<file path="src/rtl/tksi_pkg.sv">
// Top-K sorted insert: shared request/result types, field widths and the
// per-cell control struct. No dependencies.
package tksi_pkg;

    localparam int SCORE_W = 32;
    localparam int TAG_W   = 16;
    localparam int RANK_W  = 4;
    localparam int COUNT_W = 5;
    localparam int CFG_W   = 5;

    localparam logic [CFG_W-1:0] MAX_KEPT_RESET = 5'd4;

    // One incoming request
    typedef struct packed {
        logic                      start_new;
        logic signed [SCORE_W-1:0] improvement;
        logic        [TAG_W-1:0]   split_tag;
    } req_t;

    // One result
    typedef struct packed {
        logic               accepted;
        logic [RANK_W-1:0]  rank;
        logic [COUNT_W-1:0] list_count;
        logic               evicted;
        logic [TAG_W-1:0]   evicted_tag;
    } res_t;

    // Control that the top level hands to each cell
    typedef struct packed {
        logic load;       // a request is taken this cycle and may touch this cell
        logic force_new;  // start of a new list: take the request unconditionally
        logic in_list;    // cell holds a live entry
        logic append;     // request goes to the end of the list, at this cell
    } cell_ctrl_t;

endpackage

</file>
<file path="src/rtl/top_k_sorted_insert.sv">
// Top level of the top-K sorted insert: a row of tksi_cell slots, the entry
// count, the capacity register and the result register. Depends on tksi_pkg.
//
// Keeps up to max_kept entries sorted by descending signed score; ties keep
// arrival order. busy is always low, so a request is taken in every cycle with
// start high, and its result appears with result_valid in the next cycle,
// for one cycle; results come in request order, one per request. This is
// possible because every cell compares the request against its own
// entry and shifts from its neighbor in the cycle the request is taken, while
// OR trees across the row form the rank and pick the tag of the last entry.
// The result port cannot be stalled. Write max_kept only while no request is
// in flight; values outside 1 .. MAX_ENTRIES are saturated into that range.
module top_k_sorted_insert #(
    parameter int MAX_ENTRIES = 16
) (
    input  logic                         clk,
    input  logic                         rst_n,
    input  logic                         start,
    output logic                         busy,
    input  tksi_pkg::req_t               request,
    input  logic                         max_kept_we,
    input  logic [tksi_pkg::CFG_W-1:0]   max_kept_data,
    output logic                         result_valid,
    output tksi_pkg::res_t               result
);

    localparam int CNT_W = $clog2(MAX_ENTRIES + 1);
    localparam int IDX_W = (MAX_ENTRIES > 1) ? $clog2(MAX_ENTRIES) : 1;
    localparam int CMP_W = (CNT_W > tksi_pkg::CFG_W) ? CNT_W : tksi_pkg::CFG_W;

    logic [CNT_W-1:0]          cnt_reg, cnt_next;
    logic [tksi_pkg::CFG_W-1:0] max_kept_reg;
    tksi_pkg::res_t            result_reg, result_next;
    logic                      result_valid_reg;

    logic                      fire;
    logic [CMP_W-1:0]          kept_ext;
    logic [CNT_W-1:0]          cap;
    logic                      full;
    logic                      any_gt;
    logic [IDX_W-1:0]          pos;
    logic [tksi_pkg::TAG_W-1:0] last_tag;
    logic [CNT_W-1:0]          rank_wide;

    tksi_pkg::cell_ctrl_t                   ctrl  [MAX_ENTRIES];
    logic                                   gt    [MAX_ENTRIES];
    logic signed [tksi_pkg::SCORE_W-1:0]    score [MAX_ENTRIES];
    logic        [tksi_pkg::TAG_W-1:0]      tag   [MAX_ENTRIES];
    logic [MAX_ENTRIES-1:0]                 gt_vec;

    assign busy = 1'b0;
    assign fire = start && !busy;

    // capacity, saturated into 1 .. MAX_ENTRIES
    assign kept_ext = CMP_W'(max_kept_reg);
    always_comb
    begin
        priority if (kept_ext == '0)
            cap = CNT_W'(1);
        else if (kept_ext > CMP_W'(MAX_ENTRIES))
            cap = CNT_W'(MAX_ENTRIES);
        else
            cap = CNT_W'(kept_ext);
    end
    assign full = (cnt_reg >= cap);

    // row of cells
    genvar gi;
    generate
        for (gi = 0; gi < MAX_ENTRIES; gi++)
        begin : g_cell
            logic                                left_gt;
            logic signed [tksi_pkg::SCORE_W-1:0] left_score;
            logic        [tksi_pkg::TAG_W-1:0]   left_tag;

            if (gi == 0)
            begin : g_head
                assign left_gt    = 1'b0;
                assign left_score = '0;
                assign left_tag   = '0;
            end
            else
            begin : g_body
                assign left_gt    = gt[gi-1];
                assign left_score = score[gi-1];
                assign left_tag   = tag[gi-1];
            end

            assign ctrl[gi].load      = fire && (!request.start_new || (gi == 0));
            assign ctrl[gi].force_new = request.start_new;
            assign ctrl[gi].in_list   = (CNT_W'(gi) < cnt_reg);
            assign ctrl[gi].append    = (CNT_W'(gi) == cnt_reg) && !any_gt && !full;
            assign gt_vec[gi]         = gt[gi];

            tksi_cell u_cell (
                .clk        (clk),
                .ctrl       (ctrl[gi]),
                .new_score  (request.improvement),
                .new_tag    (request.split_tag),
                .left_gt    (left_gt),
                .left_score (left_score),
                .left_tag   (left_tag),
                .gt         (gt[gi]),
                .score      (score[gi]),
                .tag        (tag[gi])
            );
        end
    endgenerate

    assign any_gt = |gt_vec;

    // first beaten slot and tag of the last live entry
    always_comb
    begin
        pos      = '0;
        last_tag = '0;
        for (int i = 0; i < MAX_ENTRIES; i++)
        begin
            if (gt[i] && ((i == 0) || !gt[(i == 0) ? 0 : i - 1]))
                pos = pos | IDX_W'(i);
            if (CNT_W'(i + 1) == cnt_reg)
                last_tag = last_tag | tag[i];
        end
    end

    assign rank_wide = any_gt ? CNT_W'(pos) : cnt_reg;

    // result and new count
    always_comb
    begin
        result_next = '0;
        cnt_next    = cnt_reg;
        priority if (request.start_new)
        begin
            result_next.accepted = 1'b1;
            cnt_next             = CNT_W'(1);
        end
        else if (full)
        begin
            result_next.accepted = any_gt;
            result_next.evicted  = any_gt;
            if (any_gt)
            begin
                result_next.rank        = tksi_pkg::RANK_W'(pos);
                result_next.evicted_tag = last_tag;
            end
        end
        else
        begin
            result_next.accepted = 1'b1;
            result_next.rank     = tksi_pkg::RANK_W'(rank_wide);
            cnt_next             = cnt_reg + CNT_W'(1);
        end
        result_next.list_count = tksi_pkg::COUNT_W'(cnt_next);
    end

    // control state
    always_ff @(posedge clk or negedge rst_n)
    begin
        if (!rst_n)
        begin
            cnt_reg          <= '0;
            max_kept_reg     <= tksi_pkg::MAX_KEPT_RESET;
            result_valid_reg <= 1'b0;
        end
        else
        begin
            result_valid_reg <= fire;
            if (fire)
                cnt_reg <= cnt_next;
            if (max_kept_we)
                max_kept_reg <= max_kept_data;
        end
    end

    // result payload
    always_ff @(posedge clk)
    begin
        if (fire)
            result_reg <= result_next;
    end

    assign result_valid = result_valid_reg;
    assign result       = result_reg;

    // count never exceeds the row
    a_cnt_range: assert property (@(posedge clk) disable iff (!rst_n)
        cnt_reg <= CNT_W'(MAX_ENTRIES))
        else $error("entry count beyond row length");

    // every request yields a result in the next cycle
    a_one_result: assert property (@(posedge clk) disable iff (!rst_n)
        fire |=> result_valid_reg)
        else $error("request without result");

    // an eviction is always an accepted insert
    a_evict_acc: assert property (@(posedge clk) disable iff (!rst_n)
        result_valid_reg && result_reg.evicted |-> result_reg.accepted)
        else $error("eviction without insert");

    // an eviction leaves the count unchanged
    a_evict_cnt: assert property (@(posedge clk) disable iff (!rst_n)
        result_valid_reg && result_reg.evicted |-> cnt_reg == $past(cnt_reg))
        else $error("count changed on eviction");

endmodule

</file>
<file path="src/rtl/tksi_cell.sv">
// One list slot of the top-K sorted insert: holds a score and a tag, compares
// against the request and shifts from its left neighbor. Depends on tksi_pkg.
module tksi_cell (
    input  logic                                clk,
    input  tksi_pkg::cell_ctrl_t                ctrl,
    input  logic signed [tksi_pkg::SCORE_W-1:0] new_score,
    input  logic        [tksi_pkg::TAG_W-1:0]   new_tag,
    input  logic                                left_gt,
    input  logic signed [tksi_pkg::SCORE_W-1:0] left_score,
    input  logic        [tksi_pkg::TAG_W-1:0]   left_tag,
    output logic                                gt,
    output logic signed [tksi_pkg::SCORE_W-1:0] score,
    output logic        [tksi_pkg::TAG_W-1:0]   tag
);

    logic signed [tksi_pkg::SCORE_W-1:0] score_reg, score_next;
    logic        [tksi_pkg::TAG_W-1:0]   tag_reg, tag_next;

    // request beats the live entry held here
    assign gt = ctrl.in_list && (new_score > score_reg);

    // shift from the left, insert at the first beaten slot, or append
    always_comb
    begin
        score_next = score_reg;
        tag_next   = tag_reg;
        if (ctrl.load)
        begin
            priority if (ctrl.force_new)
            begin
                score_next = new_score;
                tag_next   = new_tag;
            end
            else if (left_gt)
            begin
                score_next = left_score;
                tag_next   = left_tag;
            end
            else if (gt || ctrl.append)
            begin
                score_next = new_score;
                tag_next   = new_tag;
            end
            else
            begin
                score_next = score_reg;
                tag_next   = tag_reg;
            end
        end
    end

    // payload only, no reset
    always_ff @(posedge clk)
    begin
        score_reg <= score_next;
        tag_reg   <= tag_next;
    end

    assign score = score_reg;
    assign tag   = tag_reg;

endmodule

</file>
<file path="config.mk">
export PLATFORM = sky130hd
export DESIGN_NAME = top_k_sorted_insert
export DESIGN_NICKNAME = d
export VERILOG_FILES = /design/src/rtl/tksi_pkg.sv /design/src/rtl/top_k_sorted_insert.sv /design/src/rtl/tksi_cell.sv
export SDC_FILE = /design/constraint.sdc
export NUM_CORES = 2
export LEC_CHECK = 0
export BUFFER_PORTS_ARGS = -buffer_cell sky130_fd_sc_hd__buf_2
export CAP_MARGIN = 40
export CORE_UTILIZATION = 55
export CTS_CLUSTER_DIAMETER = 80
export DETAILED_ROUTE_END_ITERATION = 10
export PLACE_DENSITY = 0.8
export SYNTH_ARGS = -nofsm -noshare
export SYNTH_HDL_FRONTEND = slang
export SYNTH_SLANG_ARGS = --single-unit
</file>
<file path="constraint.sdc">
create_clock -name clk -period 11.5 [get_ports clk]
set_input_delay 1.15 -clock clk [delete_from_list [all_inputs] [get_ports clk]]
set_output_delay 1.15 -clock clk [all_outputs]
set_load 0.03 [all_outputs]
</file>
# Word level (Yosys, flattened, before mapping)
# Index checks and enable logic that the tools add are counted.
# W data, S select, Z words.
dict set report totals {
  register_bits 806
  in_bits 58
  out_inout_bits 29
  elab_cells 375
}
dict set report classes {
  add_sub_neg 1
  order_cmp 34
  n_eq_ne 16
  muxes 132
  n_bitwise 17
  n_reduce_logical 135
}
# cell n
set ops {}
lappend ops {{$mux W32} 47}
lappend ops {{$mux W16} 63}
lappend ops {{$gt A32 B32 Y1} 16}
lappend ops {{$or A16 B16 Y16} 15}
lappend ops {{$logic_and A1 B1 Y1} 64}
lappend ops {{$reduce_bool A3 Y1} 15}
lappend ops {{$mux W4} 11}
lappend ops {{$eq A4 B5 Y1 const A} 8}
lappend ops {{$lt A4 B5 Y1 const A} 8}
lappend ops {{$reduce_and A2 Y1} 16}
lappend ops {{$eq A3 B5 Y1 const A} 4}
lappend ops {{$lt A3 B5 Y1 const A} 4}
lappend ops {{$mux W5} 4}
lappend ops {{$logic_not A1 Y1} 18}
lappend ops {{$logic_or A1 B1 Y1} 16}
lappend ops {{$reduce_or A16 Y1} 1}
lappend ops {{$mux W3} 4}
lappend ops {{$eq A2 B5 Y1 const A} 2}
lappend ops {{$logic_not A5 Y1} 2}
lappend ops {{$lt A1 B5 Y1 const A} 2}
lappend ops {{$lt A2 B5 Y1 const A} 2}
lappend ops {{$add A5 B1 Y5 const B} 1}
lappend ops {{$eq A1 B5 Y1 const A} 1}
lappend ops {{$eq A5 B5 Y1 const A} 1}
lappend ops {{other kinds (8)} 10}

# Depth between registers and ports, before layout
dict set report depth {
  ltp_word 32
  ltp_mapped 15
  ltp_nobuf 14
}

# Hierarchy
# A second synthesis with hierarchy kept.
dict set report hier_totals {
  hier_cells 4045
  area_unflattened_um2 49661.4
}
# mod n_inst cells_per_inst area_each_um2 seq_area_each_um2
set by_module_without_submodules {}
lappend by_module_without_submodules {tksi_cell 16 223 2844.0 1441.4}
lappend by_module_without_submodules {top_k_sorted_insert 1 477 4157.7 1087.3}

# Worst setup path after synthesis
# OpenSTA, ideal clock, no wires.
dict set report synth_timing {
  kind {input to register}
  from {in request[16] in the netlist's numbering}
  to {reg g_cell[14].u_cell.score_reg, in the netlist g_cell[14].u_cell.score[0] (enable)}
  setup_ps 482
  arrival_ps 6366
  t_required_ps 11018
  path_slack_ps 4652
  stages 15
  n_path_buf 3
  cell_sequence {inv_1 > clkbuf_1 > ha_1 > inv_1 > a21oi_1 > o21ai_0 > a211o_1 > a2111oi_2 > mux2i_1 > nor2b_1 > and4_1 > buf_4 > buf_6 > nand4_1 > a31oi_1}
}
dict set report synth_via {
  elab_chain_len 9
  elab_cells_between_ends 39
  cone_classes {16 x order compare; 23 x reduce/logical}
}
# element line
set synth_rtl {}
lappend synth_rtl {{start, declared} top_k_sorted_insert.sv:20} ;# input tksi_pkg::req_t request,
lappend synth_rtl {{$gt A32 B32 Y1} tksi_cell.sv:20} ;# assign gt = ctrl.in_list && (new_score > score_reg);
lappend synth_rtl {{$logic_and A1 B1 Y1} tksi_cell.sv:20}
lappend synth_rtl {{$reduce_or A16 Y1} top_k_sorted_insert.sv:110} ;# assign any_gt = |gt_vec;
lappend synth_rtl {{$logic_not A1 Y1} top_k_sorted_insert.sv:92} ;# assign ctrl[gi].append = (CNT_W'(gi) == cnt_reg) && !any_gt && !full;
lappend synth_rtl {{$logic_and A1 B1 Y1 (2 in a row)} top_k_sorted_insert.sv:92}
lappend synth_rtl {{$logic_or A1 B1 Y1} tksi_cell.sv:39} ;# else if (gt || ctrl.append)
lappend synth_rtl {{$reduce_bool A3 Y1 (no source line) (*)} n/a}
lappend synth_rtl {{$reduce_and A2 Y1 (no source line) (*)} n/a}
lappend synth_rtl {{end signal, assigned} tksi_cell.sv:55} ;# score_reg <= score_next;
lappend synth_rtl {{end, declared} tksi_cell.sv:16} ;# logic signed [tksi_pkg::SCORE_W-1:0] score_reg, score_next;
# Every way passes the cells marked *; elsewhere a longest branch is shown, timed or not.
# A chain may end at the register's enable or synchronous reset.

# Final worst setup path
dict set report layout_timing {
  from {in request[31] in the netlist's numbering}
  to {reg g_cell[6].u_cell.tag_reg, in the netlist g_cell[6].u_cell.tag[2] (enable)}
}
dict set report layout_via {
  elab_chain_len 9
  elab_cells_between_ends 39
  cone_classes {16 x order compare; 23 x reduce/logical}
}
# element line
set layout_rtl {}
lappend layout_rtl {{$gt A32 B32 Y1} tksi_cell.sv:20}
lappend layout_rtl {{$logic_and A1 B1 Y1} tksi_cell.sv:20}
lappend layout_rtl {{$reduce_or A16 Y1} top_k_sorted_insert.sv:110}
lappend layout_rtl {{$logic_not A1 Y1} top_k_sorted_insert.sv:92}
lappend layout_rtl {{$logic_and A1 B1 Y1 (2 in a row)} top_k_sorted_insert.sv:92}
lappend layout_rtl {{$logic_or A1 B1 Y1} tksi_cell.sv:39}
lappend layout_rtl {{$reduce_bool A3 Y1 (no source line) (*)} n/a}
lappend layout_rtl {{$reduce_and A2 Y1 (no source line) (*)} n/a}
lappend layout_rtl {{end signal, assigned} tksi_cell.sv:56} ;# tag_reg <= tag_next;
lappend layout_rtl {{end, declared} tksi_cell.sv:17} ;# logic [tksi_pkg::TAG_W-1:0] tag_reg, tag_next;
# Marks and branches as above.

==> flow_summary.yaml <==
synth:
  async_flop_share_pct: 1.36
  yosys.area.top_type: "edfxtp_1"
  netlist_instances: 3903
  synth_top_area_share_pct: 49.3
  ys_ff_latch: 806
  seq_area_frac_synth_pct: 49.8
  yosysWarnings: 0
  synthesis.nets: 4481
  syn_avg_cell_area_um2: 12.4
  ys_types: 75
  synth_edf_count: 795
  synth.area.top_cells: "edfxtp_1, mux2_2, ha_1, inv_1, a21oi_1"
  synth_ff_type: "edfxtp_1"
  syn_area_um2: 48500
sta:
  finalHoldViolCount: 0
  fmaxAchievable_mhz: 156
  setup_tns_ps: 0
  worstMarginPinSlew_ps: 979
  worst_clock_skew_ps: 48.2
  rsz0062_at_grt: "no"
  fin_crit_sh_pct: 55.7
  final_max_slew_viol_count: 0
  slew_headroom_pct: 34.6
  period_needed_ps: 6410
  hold_ws_ps: 376
  finalSetupViolations: 0
clock_network:
  cts_root_buffer: "clkbuf_16"
  cts_made_buffers: 87
  clk_pin_slew_ps: 60
  clk_path_buf_depth: 3
  cts_hold_buf: 0
  cts_resized: 0
  cts_tree: "built"
  htreeDepth: 3
  cts_setup_buffers: 0
  insertion_delay_ps: 680
  cts_num_sinks: 806
routing:
  drt_pre_antenna_iters: 7
  route.met3.wl_mm: 10.3
  wl_met2_mm: 62.9
  dr.first_iter.drc_count: 3182
  met1_length_mm: 47.1
  ant_nets: 0
  dr.max_layer_used: "met5"
  drcViolationCount: 0
  vias_per_cell: 6.32
  vias: 33000
  finalWirelength_mm: 127
  routedWlPerCell_um: 24.4
worst_setup_path:
  cp_cell_sequence: "buf_2 -> buf_4 -> ha_1 -> nand4_1 -> nor4_1 -> a21boi_1 -> o41ai_1 -> nor4b_1 -> xnor2_1 -> o21a_1 -> and4_1 -> nand4_1 -> a21oi_4 -> buf_4"
  startpoint_type: "input port"
  crit_required_ps: 11780
  crit_slowest_cell: "and4_1"
  cp_slowest_stage_delay_ps: 800
  crit_fanout: 32
  critPathKind: "in -> reg"
  worstPathArrival_ps: 6680
  end_kind: "flop"
grt:
  grt_pass1_wl_mm: 194
  grt-ovfl-total: 0
  grt_use_total_pct: 28.4
  first_global_vias: 34100
  grt_max_degree: 50
  antenna_found_initial: 4
power:
  powerDensity_nw_per_um2: 152
  p_leak_nw: 21.2
  ir_drop_uv: 131
placed_design:
  dpl_cell_area_um2: 50700
  dp_hpwl_mm: 86.2
  port-buffer-count: 85
  place_congestion: 0.997
die:
  initial_core_util_pct: 55.7
  die_w_um: 299
  rows: 108
  ios: 87
  dieArea_um2: 89300
  core_area_um2: 87000
  fp.dieH_um: 299
cells_and_area:
  num-nets-final: 4576
  filler_cell_count: 6552
  multi_input_area_um2: 22000
  register_area_um2: 24100
  largest_register_ffs: 512
  stdcell_area_um2: 53500
  drive_gt1_share_pct: 26.1
  syn_to_final_growth_pct: 10.5
min_path:
  hold_path_class: "in -> async"
run:
  maxCapViolations: 0
status:
  outcome: "complete, no violations"
cells by family after synthesis:
| group | count (synthesis) | share of synthesized area [%] |
|---|---|---|
| compound gates | 633 | 8.59 |
| xor+xnor | 7 | 0.127 |
| fa+ha+maj | 520 | 13.4 |
| flops | 806 | 49.8 |
| mux | 718 | 16.7 |
| simple gates | 532 | 5.84 |
| buf+inv | 686 | 5.50 |
| other cells | 1 | 0.00774 |
through the flow:
step / cells / util [%] / setup slack (ps) / power [mW]
global placement: 5057 / 58.1 / 4630 / 5.22
finish: 5220 / 61.5 / 5090 / 8.14
global route: 5219 / 61.5 / 4840 / 8.39
floorplan: 3903 / - / 4650 / 4.74
CTS: 5217 / 61.5 / 5190 / 8.12
detailed placement: 5063 / 58.2 / 4520 / 5.28
cell usage after synthesis, drive strengths merged (15+ instances only):
master,count
edfxtp,795
mux2,713
ha,520
inv,517
a21oi,225
nand4,133
nand2,129
clkbuf,116
a22oi,92
nand3,69
nor2,65
o21ai,65
a21o,56
buf,53
a221oi,27
nor2b,26
nor4,25
o21a,23
o211ai,22
and4,20
nor3,20
a22o,19
a21boi,18
nand2b,15
where the power goes:
group | switching (mW) | internal (mW)
Sequential | 0.133 | 3.50
Combinational | 1.01 | 0.628
Clock | 1.21 | 1.65
Total | 2.36 | 5.78
per-layer routing:
layer  up-vias  track usage (%)
met5         -                0
met4         4             14.9
met3       412             5.50
met2      1437             49.3
met1     16200             33.3
li1      14900                -
cell usage in the layout (no fill, tap or decap), drive strengths merged, types with 12 or more instances in the layout:
cell type,instances
edfxtp,795
mux2,713
inv,521
ha,520
a21oi,225
buf,172
nand4,133
nand2,129
clkbuf,98
a22oi,92
nand3,69
o21ai,65
nor2,65
a21o,56
clkinv,36
a221oi,27
nor2b,26
nor4,25
o21a,23
o211ai,22
and4,20
nor3,20
a22o,19
a21boi,18
nand2b,15
a211oi,12
a31oi,12
worst max-delay path, delay by kind of cell:
| family | cells | cell delay [ps] |
|---|---|---|
| and+or+nand+nor | 5 | 2360 |
| buffers and inverters | 3 | 960 |
| xor gates and xnor gates | 1 | 320 |
| adders and majority gates | 1 | 380 |
| AOI/OAI and AO/OA | 4 | 1430 |
cell type report:
| cell class | instances | share of cell area, % |
|---|---|---|
| well taps | 1155 | 2.70 |
| flip-flops and latches | 806 | 45.1 |
| diodes | 2 | 0.00935 |
| clock inverters | 56 | 1.20 |
| clock buffers | 98 | 4.16 |
| inverters | 517 | 3.62 |
| multi-input cells | 2411 | 41.1 |
| repair buffers | 175 | 2.12 |
worst paths after layout:
kind                            slack [ps]                  startpoint  cells after the start                       to
min in group clk                       530                 kept_ext[0]                      1              kept_ext[0]
worst min register to register         530                 kept_ext[0]                      1              kept_ext[0]
max in group asynchronous            10830                       rst_n                      1              kept_ext[2]
worst min-delay path                   380                       rst_n                      1               cnt_reg[1]
worst max-delay path                  5090                 request[31]                     14  g_cell[6].u_cell.tag[2]
worst max register to register        5650  g_cell[8].u_cell.score[15]                     13  g_cell[6].u_cell.tag[2]
Note: power is estimated with default switching activity, not from simulation.
